**src/rtl/core/las_pkg.sv**
```systemverilog
`default_nettype none

package las_pkg;

    localparam int SYM_W         = 8;
    localparam int SCORE_W       = 12;
    localparam int TPOS_W        = 16;
    localparam int MATCH_W       = 4;
    localparam int PEN_W         = 5;
    localparam int CFG_W         = 5;
    localparam int CFG_IDX_W     = 2;
    localparam int MAX_QUERY_DEF = 256;

    localparam logic [SCORE_W-1:0] SCORE_MAX    = '1;
    localparam logic [MATCH_W-1:0] MATCH_RST    = 4'd3;
    localparam logic [PEN_W-1:0]   MISMATCH_RST = 5'h1E;
    localparam logic [PEN_W-1:0]   GAP_RST      = 5'h1E;

    localparam logic CMD_LOAD   = 1'b0;
    localparam logic CMD_TARGET = 1'b1;

    localparam logic [CFG_IDX_W-1:0] CFG_MATCH    = 2'd0;
    localparam logic [CFG_IDX_W-1:0] CFG_MISMATCH = 2'd1;
    localparam logic [CFG_IDX_W-1:0] CFG_GAP      = 2'd2;

    // Control part of a beat as it travels down the cell chain.
    typedef struct packed {
        logic valid;
        logic is_target;
        logic fresh;
        logic store;
        logic last;
        logic overflow;
    } tok_ctrl_t;

endpackage

`default_nettype wire

```
**src/rtl/core/las_cell.sv**
```systemverilog
`default_nettype none

module las_cell
    import las_pkg::*;
#(
    parameter int CELL_ID = 0,
    parameter int IDX_W   = 8,
    parameter int QPOS_W  = 9
)(
    input  logic                      clk,
    input  logic                      rst_n,
    input  logic                      advance,
    input  logic [MATCH_W-1:0]        match_score,
    input  logic signed [PEN_W-1:0]   mismatch_score,
    input  logic signed [PEN_W-1:0]   gap_score,
    input  tok_ctrl_t                 up_ctrl,
    input  logic [SYM_W-1:0]          up_symbol,
    input  logic [IDX_W-1:0]          up_index,
    input  logic [TPOS_W-1:0]         up_tpos,
    input  logic [SCORE_W-1:0]        up_score,
    input  logic [SCORE_W-1:0]        up_best_score,
    input  logic [QPOS_W-1:0]         up_best_qpos,
    input  logic [TPOS_W-1:0]         up_best_tpos,
    output tok_ctrl_t                 down_ctrl,
    output logic [SYM_W-1:0]          down_symbol,
    output logic [IDX_W-1:0]          down_index,
    output logic [TPOS_W-1:0]         down_tpos,
    output logic [SCORE_W-1:0]        down_score,
    output logic [SCORE_W-1:0]        down_best_score,
    output logic [QPOS_W-1:0]         down_best_qpos,
    output logic [TPOS_W-1:0]         down_best_tpos
);

    localparam int EXT_W = SCORE_W + 2;
    localparam logic [IDX_W-1:0]  MY_INDEX = IDX_W'(CELL_ID);
    localparam logic [QPOS_W-1:0] MY_QPOS  = QPOS_W'(CELL_ID + 1);

    logic [SYM_W-1:0]   q_reg, q_next;
    logic               loaded_reg, loaded_next;
    logic [SCORE_W-1:0] h_reg, h_next;
    logic [SCORE_W-1:0] diag_reg, diag_next;
    logic [SCORE_W-1:0] lbest_score_reg, lbest_score_next;
    logic [TPOS_W-1:0]  lbest_tpos_reg, lbest_tpos_next;

    tok_ctrl_t          down_ctrl_reg, down_ctrl_next;
    logic [SYM_W-1:0]   down_symbol_reg, down_symbol_next;
    logic [IDX_W-1:0]   down_index_reg, down_index_next;
    logic [TPOS_W-1:0]  down_tpos_reg, down_tpos_next;
    logic [SCORE_W-1:0] down_score_reg, down_score_next;
    logic [SCORE_W-1:0] down_best_score_reg, down_best_score_next;
    logic [QPOS_W-1:0]  down_best_qpos_reg, down_best_qpos_next;
    logic [TPOS_W-1:0]  down_best_tpos_reg, down_best_tpos_next;

    logic                    hit_target;
    logic                    hit_load;
    logic signed [EXT_W-1:0] gap_ext;
    logic signed [EXT_W-1:0] diag_delta;
    logic signed [EXT_W-1:0] d_val;
    logic signed [EXT_W-1:0] u_val;
    logic signed [EXT_W-1:0] l_val;
    logic signed [EXT_W-1:0] h_raw;
    logic [SCORE_W-1:0]      h_cell;
    logic                    local_take;
    logic [SCORE_W-1:0]      cand_score;
    logic [TPOS_W-1:0]       cand_tpos;
    logic                    carry_take;

    always_comb
    begin
        hit_target = up_ctrl.valid && up_ctrl.is_target && loaded_reg;
        hit_load   = up_ctrl.valid && !up_ctrl.is_target;

        gap_ext = $signed({{(EXT_W-PEN_W){gap_score[PEN_W-1]}}, gap_score});
        if (q_reg == up_symbol)
        begin
            diag_delta = $signed({{(EXT_W-MATCH_W){1'b0}}, match_score});
        end
        else
        begin
            diag_delta = $signed({{(EXT_W-PEN_W){mismatch_score[PEN_W-1]}}, mismatch_score});
        end

        d_val = $signed({2'b00, diag_reg}) + diag_delta;
        u_val = $signed({2'b00, up_score}) + gap_ext;
        l_val = $signed({2'b00, h_reg}) + gap_ext;

        h_raw = d_val;
        if (u_val > h_raw)
        begin
            h_raw = u_val;
        end
        if (l_val > h_raw)
        begin
            h_raw = l_val;
        end

        if (h_raw[EXT_W-1])
        begin
            h_cell = '0;
        end
        else if (h_raw > $signed({2'b00, SCORE_MAX}))
        begin
            h_cell = SCORE_MAX;
        end
        else
        begin
            h_cell = h_raw[SCORE_W-1:0];
        end

        // Within one row a later column wins a tie.
        local_take = hit_target && (h_cell != '0) && (h_cell >= lbest_score_reg);
        cand_score = local_take ? h_cell : lbest_score_reg;
        cand_tpos  = local_take ? up_tpos : lbest_tpos_reg;

        // Across rows a later row wins a tie, so this cell beats what came from above on equal.
        carry_take = (cand_score != '0) && (cand_score >= up_best_score);

        down_ctrl_next       = up_ctrl;
        down_symbol_next     = up_symbol;
        down_index_next      = up_index;
        down_tpos_next       = up_tpos;
        down_score_next      = hit_target ? h_cell : '0;
        down_best_score_next = up_best_score;
        down_best_qpos_next  = up_best_qpos;
        down_best_tpos_next  = up_best_tpos;
        if (up_ctrl.is_target && up_ctrl.last && carry_take)
        begin
            down_best_score_next = cand_score;
            down_best_qpos_next  = MY_QPOS;
            down_best_tpos_next  = cand_tpos;
        end

        q_next           = q_reg;
        loaded_next      = loaded_reg;
        h_next           = h_reg;
        diag_next        = diag_reg;
        lbest_score_next = lbest_score_reg;
        lbest_tpos_next  = lbest_tpos_reg;

        if (hit_load)
        begin
            if (up_ctrl.fresh)
            begin
                loaded_next      = 1'b0;
                h_next           = '0;
                diag_next        = '0;
                lbest_score_next = '0;
                lbest_tpos_next  = '0;
            end
            if (up_ctrl.store && (up_index == MY_INDEX))
            begin
                q_next      = up_symbol;
                loaded_next = 1'b1;
            end
        end

        if (hit_target)
        begin
            if (up_ctrl.last)
            begin
                h_next           = '0;
                diag_next        = '0;
                lbest_score_next = '0;
                lbest_tpos_next  = '0;
            end
            else
            begin
                h_next           = h_cell;
                diag_next        = up_score;
                lbest_score_next = cand_score;
                lbest_tpos_next  = cand_tpos;
            end
        end
    end

    always_ff @(posedge clk or negedge rst_n)
    begin
        if (!rst_n)
        begin
            loaded_reg      <= 1'b0;
            h_reg           <= '0;
            diag_reg        <= '0;
            lbest_score_reg <= '0;
            lbest_tpos_reg  <= '0;
            down_ctrl_reg   <= '0;
        end
        else if (advance)
        begin
            loaded_reg      <= loaded_next;
            h_reg           <= h_next;
            diag_reg        <= diag_next;
            lbest_score_reg <= lbest_score_next;
            lbest_tpos_reg  <= lbest_tpos_next;
            down_ctrl_reg   <= down_ctrl_next;
        end
    end

    always_ff @(posedge clk)
    begin
        if (advance)
        begin
            q_reg               <= q_next;
            down_symbol_reg     <= down_symbol_next;
            down_index_reg      <= down_index_next;
            down_tpos_reg       <= down_tpos_next;
            down_score_reg      <= down_score_next;
            down_best_score_reg <= down_best_score_next;
            down_best_qpos_reg  <= down_best_qpos_next;
            down_best_tpos_reg  <= down_best_tpos_next;
        end
    end

    assign down_ctrl       = down_ctrl_reg;
    assign down_symbol     = down_symbol_reg;
    assign down_index      = down_index_reg;
    assign down_tpos       = down_tpos_reg;
    assign down_score      = down_score_reg;
    assign down_best_score = down_best_score_reg;
    assign down_best_qpos  = down_best_qpos_reg;
    assign down_best_tpos  = down_best_tpos_reg;

endmodule

`default_nettype wire

```
**config.mk**
```make
export PLATFORM = sky130hd
export DESIGN_NAME = las_cell
export DESIGN_NICKNAME = d
export VERILOG_FILES = /design/src/rtl/core/las_pkg.sv /design/src/rtl/core/las_cell.sv
export SDC_FILE = /design/constraint.sdc
export NUM_CORES = 1
export LEC_CHECK = 0
export BUFFER_PORTS_ARGS = -buffer_cell sky130_fd_sc_hd__buf_4
export CORE_AREA = 2 2 149 151
export CTS_BUF_LIST = sky130_fd_sc_hd__clkbuf_4
export DETAILED_ROUTE_END_ITERATION = 8
export DIE_AREA = 0 0 151 153
export GPL_ROUTABILITY_DRIVEN = 0
export GPL_TIMING_DRIVEN = 0
export PLACE_DENSITY = 0.66
export REMOVE_ABC_BUFFERS = 1
export SLEW_MARGIN = 40
export SYNTH_ARGS = -nofsm -noshare
export SYNTH_HDL_FRONTEND = slang
export SYNTH_SLANG_ARGS = --single-unit
```
**constraint.sdc**
```tcl
create_clock -name clk -period 35.3 [get_ports clk]
set_input_delay 1.765 -clock clk [delete_from_list [all_inputs] [get_ports clk]]
set_output_delay 1.765 -clock clk [all_outputs]
set_load 0.02 [all_outputs]
```
# Yosys cells after proc, flatten, opt, wreduce, memory -nomap -nowiden
# Cells that the tools add are included.
word_totals:
  ff_bits: 148
  elab_cells: 70
  input_bits: 104
  out_inout_bits: 87
op_classes:
  magnitude_cmp: 5
  reduce_logical: 19
  add_sub_neg: 3
  n_eq_ne: 1
  n_mux: 23
op_table:
  columns: ["op", "n"]
  rows:
  - ["12-bit two-way mux", 12]
  - ["16-bit two-way mux", 6]
  - ["14-bit two-way mux", 3]
  - ["13-bit by 5-bit adder with 14-bit output", 2]
  - ["14-bit > comparator", 2]
  - ["12-bit >= comparator", 2]
  - ["12-bit nonzero test", 2]
  - ["13-bit by 14-bit adder with 14-bit output", 1]
  - ["14-bit by 13-bit > comparator with 1-bit output, second input constant", 1]
  - ["1-bit logical AND", 9]
  - ["3-bit AND reduction", 3]
  - ["8-bit equality test", 1]
  - ["8-bit zero test", 1]
  - ["2-bit nonzero test", 3]
  - ["1-bit two-way mux", 2]
  - ["1-bit zero test", 1]

# Logic depth before layout (Yosys ltp)
# Gate-level depths: netlist (run 1).
depth:
  word_depth: 18
  depth_mapped: 64
  ltp_nobuf: 58

# Worst setup path after synthesis (run 1)
# Ideal clock, no wire load.
synth_timing:
  kind: "input port to flip-flop"
  from: "in up_symbol[1]"
  to: "reg down_best_score_reg[10], in the netlist down_best_score[10], data pin"
  slack_ps: 22586
  required_ps: 35044
  path_stages: 58
  arrival_ps: 12458
  path_buffers: 6
  cell_sequence: "xnor2_1 -> nand4_1 -> or2_2 -> clkbuf_1 -> mux2_2 -> ha_1 -> a21o_1 -> a21oi_1 -> o21ba_2 -> or4b_2 -> o31ai_1 -> xnor2_1 -> ha_1 -> nand4_1 -> nor2_1 -> a211oi_1 -> o21ai_0 -> o21ai_0 -> (+22 left out) -> a211oi_1 -> a21boi_4 -> buf_6 -> mux2i_1 -> ha_1 -> nand2b_1 -> a21o_1 -> a21o_1 -> a21o_1 -> a21o_1 -> a21oi_1 -> o21ai_0 -> a21oi_1 -> nor2_1 -> o41a_1 -> clkbuf_1 -> clkbuf_1 -> a22o_1"
synth_via:
  elab_chain_cells: 18
synth_lines:
  columns: ["item", "line", "text"]
  rows:
  - ["from (decl)", "las_cell.sv:17", "input logic [SYM_W-1:0] up_symbol,"]
  - ["8-bit equality test (*)", "las_cell.sv:74", "if (q_reg == up_symbol)"]
  - ["14-bit two-way mux (*)", "las_cell.sv:74", null]
  - ["13-bit by 14-bit adder with 14-bit output (*)", "las_cell.sv:83", "d_val = $signed({2'b00, diag_reg}) + diag_delta;"]
  - ["14-bit > comparator", "las_cell.sv:88", "if (u_val > h_raw)"]
  - ["14-bit two-way mux (*)", "las_cell.sv:88", null]
  - ["14-bit > comparator", "las_cell.sv:92", "if (l_val > h_raw)"]
  - ["14-bit two-way mux (*)", "las_cell.sv:92", null]
  - ["14-bit by 13-bit > comparator with 1-bit output", "las_cell.sv:101", "else if (h_raw > $signed({2'b00, SCORE_MAX}))"]
  - ["(+2 left out)", null, null]
  - ["via h_cell[1]", "las_cell.sv:62", "logic [SCORE_W-1:0] h_cell;"]
  - ["branches (longest 3 deep; another with 12-bit >= comparator)", null, null]
  - ["12-bit two-way mux (*)", "las_cell.sv:112", "cand_score = local_take ? h_cell : lbest_score_reg;"]
  - ["12-bit >= comparator or 12-bit nonzero test (tied branches)", "las_cell.sv:116", "carry_take = (cand_score != '0) && (cand_score >= up_best_score);"]
  - ["1-bit logical AND", "las_cell.sv:116", null]
  - ["1-bit logical AND", "las_cell.sv:126", "if (up_ctrl.is_target && up_ctrl.last && carry_take)"]
  - ["12-bit two-way mux (*)", "las_cell.sv:126", null]
  - ["via down_best_score_next[10]", "las_cell.sv:50", "logic [SCORE_W-1:0] down_best_score_reg, down_best_score_next;"]
  - ["to (signal assigned)", "las_cell.sv:207", "down_best_score_reg <= down_best_score_next;"]
  - ["to (decl)", "las_cell.sv:50", null]
# Mark *: on every way through the listed nets, which the timed path passes.
# A chain may end at the register's enable or synchronous reset.

# Worst setup path in the final report (run 1)
layout_timing:
  from: "in up_symbol[2]"
  to: "reg down_best_tpos_reg[8], in the netlist down_best_tpos[8], data pin"
layout_via:
  elab_chain_cells: 18
layout_lines:
  columns: ["item", "line", "text"]
  rows:
  - ["8-bit equality test (*)", "las_cell.sv:74", null]
  - ["14-bit two-way mux (*)", "las_cell.sv:74", null]
  - ["13-bit by 14-bit adder with 14-bit output (*)", "las_cell.sv:83", null]
  - ["14-bit > comparator", "las_cell.sv:88", null]
  - ["14-bit two-way mux (*)", "las_cell.sv:88", null]
  - ["14-bit > comparator", "las_cell.sv:92", null]
  - ["14-bit two-way mux (*)", "las_cell.sv:92", null]
  - ["14-bit by 13-bit > comparator with 1-bit output", "las_cell.sv:101", null]
  - ["12-bit two-way mux", "las_cell.sv:101", null]
  - ["12-bit two-way mux (*)", "las_cell.sv:97", "if (h_raw[EXT_W-1])"]
  - ["via h_cell[1]", "las_cell.sv:62", null]
  - ["branches (longest 7 deep; another with 12-bit >= comparator)", null, null]
  - ["16-bit two-way mux (*)", "las_cell.sv:126", null]
  - ["via down_best_tpos_next[8]", "las_cell.sv:52", "logic [TPOS_W-1:0] down_best_tpos_reg, down_best_tpos_next;"]
  - ["to (signal assigned)", "las_cell.sv:209", "down_best_tpos_reg <= down_best_tpos_next;"]
  - ["to (decl)", "las_cell.sv:52", null]
# Marked as above.

==> flow_summary.json, run 1 <==
{
  "status": "finished clean",
  "synthCells": 855,
  "ys_seq_elements": 148,
  "path_max_fanout": 29,
  "num-nets-final": 1225,
  "seqPwrFrac": 0.417,
  "core_mm2": 0.0215,
  "rsz0062_at_grt": "false",
  "max_freq_mhz": 67.9,
  "setup_viol": 0,
  "critical_path_class": "in -> reg",
  "postCtsSetupRepairBufs": 0,
  "slew_headroom": 0.439,
  "crit-reg2reg-launch": "q_reg[2]$_DFFE_PP_",
  "die_h_um": 153,
  "p_int_mw": 0.299,
  "power.share.clock": 0.246,
  "async_flop_share": 0.399,
  "critical_path.slowest_cell": "o41a_2",
  "dp_hpwl_um": 18700,
  "swShare": 0.359,
  "finalWorstSetupSlack_ns": 20.57,
  "synth_cell_types": 79,
  "grt_pass1_vias": 7183,
  "htree_levels": 4,
  "p_leak_nw": 5.06,
  "cp_common_cell": "a21o_1",
  "slowest_delay_ns": 0.68,
  "antenna_found_initial": 1,
  "grt_pass1_wl_um": 38800,
  "drv_cap": 0,
  "area.growth.synth_to_final_pct": 21.1,
  "power_density_mw_per_mm2": 40.7,
  "mappedNetlistArea_mm2": 0.00948,
  "grt_start_max_net_pins": 90,
  "vias": 7586,
  "cts_sinks": 148,
  "layout_common_cells": "189 x buf_4, 89 x edfxtp_1, 81 x ha_1, 61 x a22o_1, 59 x dfrtp_1",
  "drc": 0,
  "drt_iter0_markers": 428,
  "ant_nets": 0,
  "crit_family": "compound AO/OA/AOI/OAI gates",
  "tns_ns": 0,
  "fin_crit_sh": 0.417,
  "grt_usage": 0.214,
  "power_frac_comb": 0.338,
  "worst-path-buf-inv": 5,
  "gr-total-overflow": 0,
  "final_layout_size_suffix_gt1_frac": 0.278,
  "hold_path_class": "reg -> reg",
  "synth-edff-count": 89,
  "avgRoutedWirePerCell_um": 18.7,
  "fp.dieW_um": 151,
  "initial_core_util": 0.441,
  "rows": 54,
  "wl_um": 24900,
  "dp_slack_ns": 20.11,
  "tightestPinTransition_ns": 0.833,
  "insertion_delay_ns": 0.57,
  "cts_hold_buf": 0,
  "cts_buffers": 17,
  "ctsResizeCount": 0,
  "worstSetupStartpoint": "up_symbol[2]",
  "viasPerCell": 5.70,
  "clk_pin_slew_ns": 0.14,
  "hp-start": "lbest_tpos_reg[1]$_DFFE_PN0P_",
  "endpoint_kind": "flop",
  "synth-main-ff-cell": "edfxtp_1",
  "slew_violations": 0,
  "power_switching_mw": 0.167,
  "root_buffer": "clkbuf_4",
  "yosys_warnings": 0,
  "cts_tree": "yes",
  "required_ns": 35.59,
  "syn_area_per_cell_um2": 11.1,
  "die-area_mm2": 0.0231,
  "yosysSeqAreaShare": 0.438,
  "worstPathArrival_ns": 15.02,
  "finalWorstPathRequiredPeriod_ns": 14.73,
  "clock_skew_ns": 0.0321,
  "hold_viol": 0,
  "clock_path_buffers": 2,
  "dr.pass1.iters": 4,
  "port_buffers": 190,
  "ir_worst_vdd_v": 0.0000221,
  "critPathLaunchType": "input pin",
  "layout_commonest_cell": "buf_4",
  "ioPinCount": 191
}
logic make-up after synthesis:
kind of cell / Yosys count / synth area share
and+or+nand+nor: 205 / 0.116
adders and majority gates: 84 / 0.113
DFF: 148 / 0.438
muxes: 43 / 0.0523
AOI/OAI and AO/OA: 253 / 0.204
buffers and inverters: 83 / 0.0401
xor gates and xnor gates: 39 / 0.0360
path summary, 6_finish.rpt:
kind                       cells past startpoint  slack [ns]                       endpoint
max in group asynchronous                      2       33.65           h_reg[2]$_DFFE_PN0P_
hold reg to reg                                1        0.51  lbest_tpos_reg[1]$_DFFE_PN0P_
min in group asynchronous                      1        1.07       down_ctrl[2]$_DFFE_PN0P_
setup / recovery                              55       20.57    down_best_tpos[8]$_DFFE_PP_
hold / removal                                 1        0.51  lbest_tpos_reg[1]$_DFFE_PN0P_
setup reg to reg                              54       21.50    down_best_tpos[8]$_DFFE_PP_
final cells by class:
cell class	instances	area, um2
diodes	1	2.50
clock buffers	18	135
clock inverters	14	168
fillers	1982	10000
inverters	49	184
multi-input cells	624	4980
flip-flops and latches	148	4150
well taps	280	350
repair buffers	197	1510
per-layer routing:
metal  part of all wire  wire length, um  global-route usage
met5                  0                0                   0
met4              0.018              450              0.0574
met3              0.061             1520              0.0421
met2               0.46            11500               0.337
met1               0.46            11400               0.301
Yosys cell counts, types with 17 or more instances:
cell       n  share of area
a21o_1    25          0.020
a21oi_1   34          0.018
a22o_1    61          0.056
clkbuf_1  20         0.0079
dfrtp_1   59           0.16
edfxtp_1  89           0.28
ha_1      81           0.11
inv_1     49          0.019
mux2i_1   21          0.022
nand2_1   32          0.013
nor2_1    41          0.016
nor3_1    19          0.010
o21ai_0   30          0.016
or2_2     17          0.011
xnor2_1   31          0.029
through the flow:
step            util  hold slack [ns]  instances  cell area (um2)  power, mW
2_1_floorplan      -            0.454        821             9280      0.298
3_3_place_gp   0.515            0.475       1291            11100      0.352
3_5_place_dp   0.520            0.475       1298            11200      0.355
4_1_cts        0.534            0.515       1330            11500      0.469
5_1_grt        0.534            0.524       1331            11500      0.494
6_report       0.534            0.513       1331            11500      0.467
power by group through the flow:
stage          Sequential (mW)  Clock [mW]  Combinational (mW)
2_1_floorplan            0.208           0              0.0900
3_3_place_gp             0.198           0               0.154
3_5_place_dp             0.198           0               0.156
4_1_cts                  0.195       0.118               0.157
5_1_grt                  0.195       0.124               0.174
6_report                 0.195       0.115               0.158
No activity file was read; power rests on OpenSTA's default activity.
==> run 2: changes to the inputs <==
clock period = 14.47 ns   (was 35.3 ns; I/O delays follow)
==> run 2 against run 1 <==
  * Clock power rose by 140%
  * Worst setup slack lost 20 ns
  * Global-route usage did not move
  * First-iteration DRC count fell by 11%
  * Sequential power up 140%
  * Sequential share of layout area hardly changed
  * Largest cell class unchanged
  * Highest routed layer unchanged
  * Non-clock buffer count stayed put
  * Hold slack worse by 0.48 ns
  * Count of clock-buffer cells in the layout unchanged
  * Flip-flop and latch count did not move
==> flow_summary.json, run 2 (synthesized netlist as in run 1, its figures left out) <==
{
  "die_h_um": 153,
  "cts_tree": "yes",
  "clock_path_buffers": 2,
  "power_density_mw_per_mm2": 99.1,
  "cts_sinks": 148,
  "rows": 54,
  "grt_pass1_wl_um": 38800,
  "grt_start_max_net_pins": 90,
  "viasPerCell": 5.68,
  "layout_common_cells": "189 x buf_4, 89 x edfxtp_1, 81 x ha_1, 61 x a22o_1, 59 x dfrtp_1",
  "root_buffer": "clkbuf_4",
  "fin_crit_sh": 0.945,
  "drt_iter0_markers": 380,
  "hold_path_class": "in -> async",
  "gr-total-overflow": 0,
  "slew_violations": 0,
  "critical_path.slowest_cell": "o41a_2",
  "status": "finished clean",
  "fp.dieW_um": 151,
  "slew_headroom": 0.457,
  "port_buffers": 190,
  "avgRoutedWirePerCell_um": 18.7,
  "power_mw": 1.14,
  "required_ns": 14.75,
  "drc": 0,
  "clock_skew_ns": 0.0322,
  "clk_pin_slew_ns": 0.16,
  "endpoint_kind": "flop",
  "die-area_mm2": 0.0231,
  "worstPathArrival_ns": 13.96,
  "dr.pass1.iters": 5,
  "grt_pass1_vias": 7183,
  "wl_um": 24900,
  "max_freq_mhz": 73.1,
  "slowest_delay_ns": 0.68,
  "critical_path_class": "reg -> reg",
  "area.growth.synth_to_final_pct": 21.2,
  "postLayoutCoreUtil": 0.535,
  "layout_commonest_cell": "buf_4",
  "cts_buffers": 17,
  "num-nets-final": 1225,
  "core_mm2": 0.0215,
  "cp_common_cell": "a21o_1",
  "seq_area_mm2": 0.00415,
  "dp_hpwl_um": 18700,
  "critPathLaunchType": "flop",
  "fillCellCount": 1980,
  "vias": 7561,
  "cts_hold_buf": 0,
  "tns_ns": 0,
  "ctsResizeCount": 0,
  "postCtsSetupRepairBufs": 0,
  "multi_input_area_mm2": 0.00499,
  "hold_viol": 0,
  "p_leak_nw": 5.06,
  "ir_worst_vdd_v": 0.0000539,
  "tightestPinTransition_ns": 0.806,
  "initial_core_util": 0.441,
  "grt_usage": 0.214,
  "crit-reg2reg-launch": "q_reg[2]$_DFFE_PP_",
  "drv_cap": 0,
  "antenna_found_initial": 1,
  "rsz0062_at_grt": "false",
  "ioPinCount": 191,
  "setup_viol": 0,
  "final_layout_size_suffix_gt1_frac": 0.279,
  "design_area_mm2": 0.0115,
  "insertion_delay_ns": 0.57,
  "worstSetupStartpoint": "q_reg[2]$_DFFE_PP_",
  "placed_cell_area_mm2": 0.0112,
  "htree_levels": 4,
  "finalWorstPathRequiredPeriod_ns": 13.68,
  "ant_nets": 0,
  "path_max_fanout": 29
}
-- run 2: changes by cell type in the layout (fill, tap and decap cells not counted) --
cell     previous run  this run
a31oi_2             2         1
a31oi_4             0         1
o21a_1              7         6
o21a_2              0         1
-- run 2: path summary, 6_finish.rpt --
path                                             endpoint  slack (ns)  depth (start not counted)
min in group clk                  down_index[6]$_DFFE_PP_        0.33                          1
min reg2reg                lbest_tpos_reg[13]$_DFFE_PN0P_        0.51                          1
max reg2reg                   down_best_tpos[7]$_DFFE_PP_        0.79                         55
max in group asynchronous            h_reg[2]$_DFFE_PN0P_       13.87                          2
max                           down_best_tpos[7]$_DFFE_PP_        0.79                         55
min                              down_ctrl[2]$_DFFE_PN0P_        0.04                          1
-- run 2: final cells by class --
cell class,count,area share
flip-flops and latches,148,0.361
diodes,1,0.000218
clock inverters,14,0.0146
clock buffers,18,0.0118
repair buffers,197,0.132
multi-input cells,624,0.434
inverters,49,0.0160
well taps,280,0.0305
-- run 2: stage by stage --
step	setup slack, ns	hold WS, ns	std cells
after detailed placement	0.319	0.475	1298
final	0.790	0.0360	1331
after floorplan	2.15	0.428	821
after CTS	0.754	0.0137	1330
after global placement	-0.968	0.475	1291
after global routing	0.0599	0.00886	1331
-- run 2: layer usage --
layer,part of all wire,track usage
met5,0,0
met4,0.017,0.0574
met3,0.062,0.0421
met2,0.47,0.337
met1,0.46,0.301
-- run 2: power breakdown --
part           switching (mW)  internal [mW]
Sequential            0.00588          0.469
Combinational           0.234          0.152
Clock                   0.168          0.110
-- run 2: worst max-delay path, delay by kind of cell (launching register included) --
kind            cells  cell delay, ns
fa+ha+maj           5            1.53
xor+xnor            2            0.57
buf+inv             4            0.65
mux                 2            0.65
flops               1            0.41
simple gates       12            2.74
compound gates     30            6.82
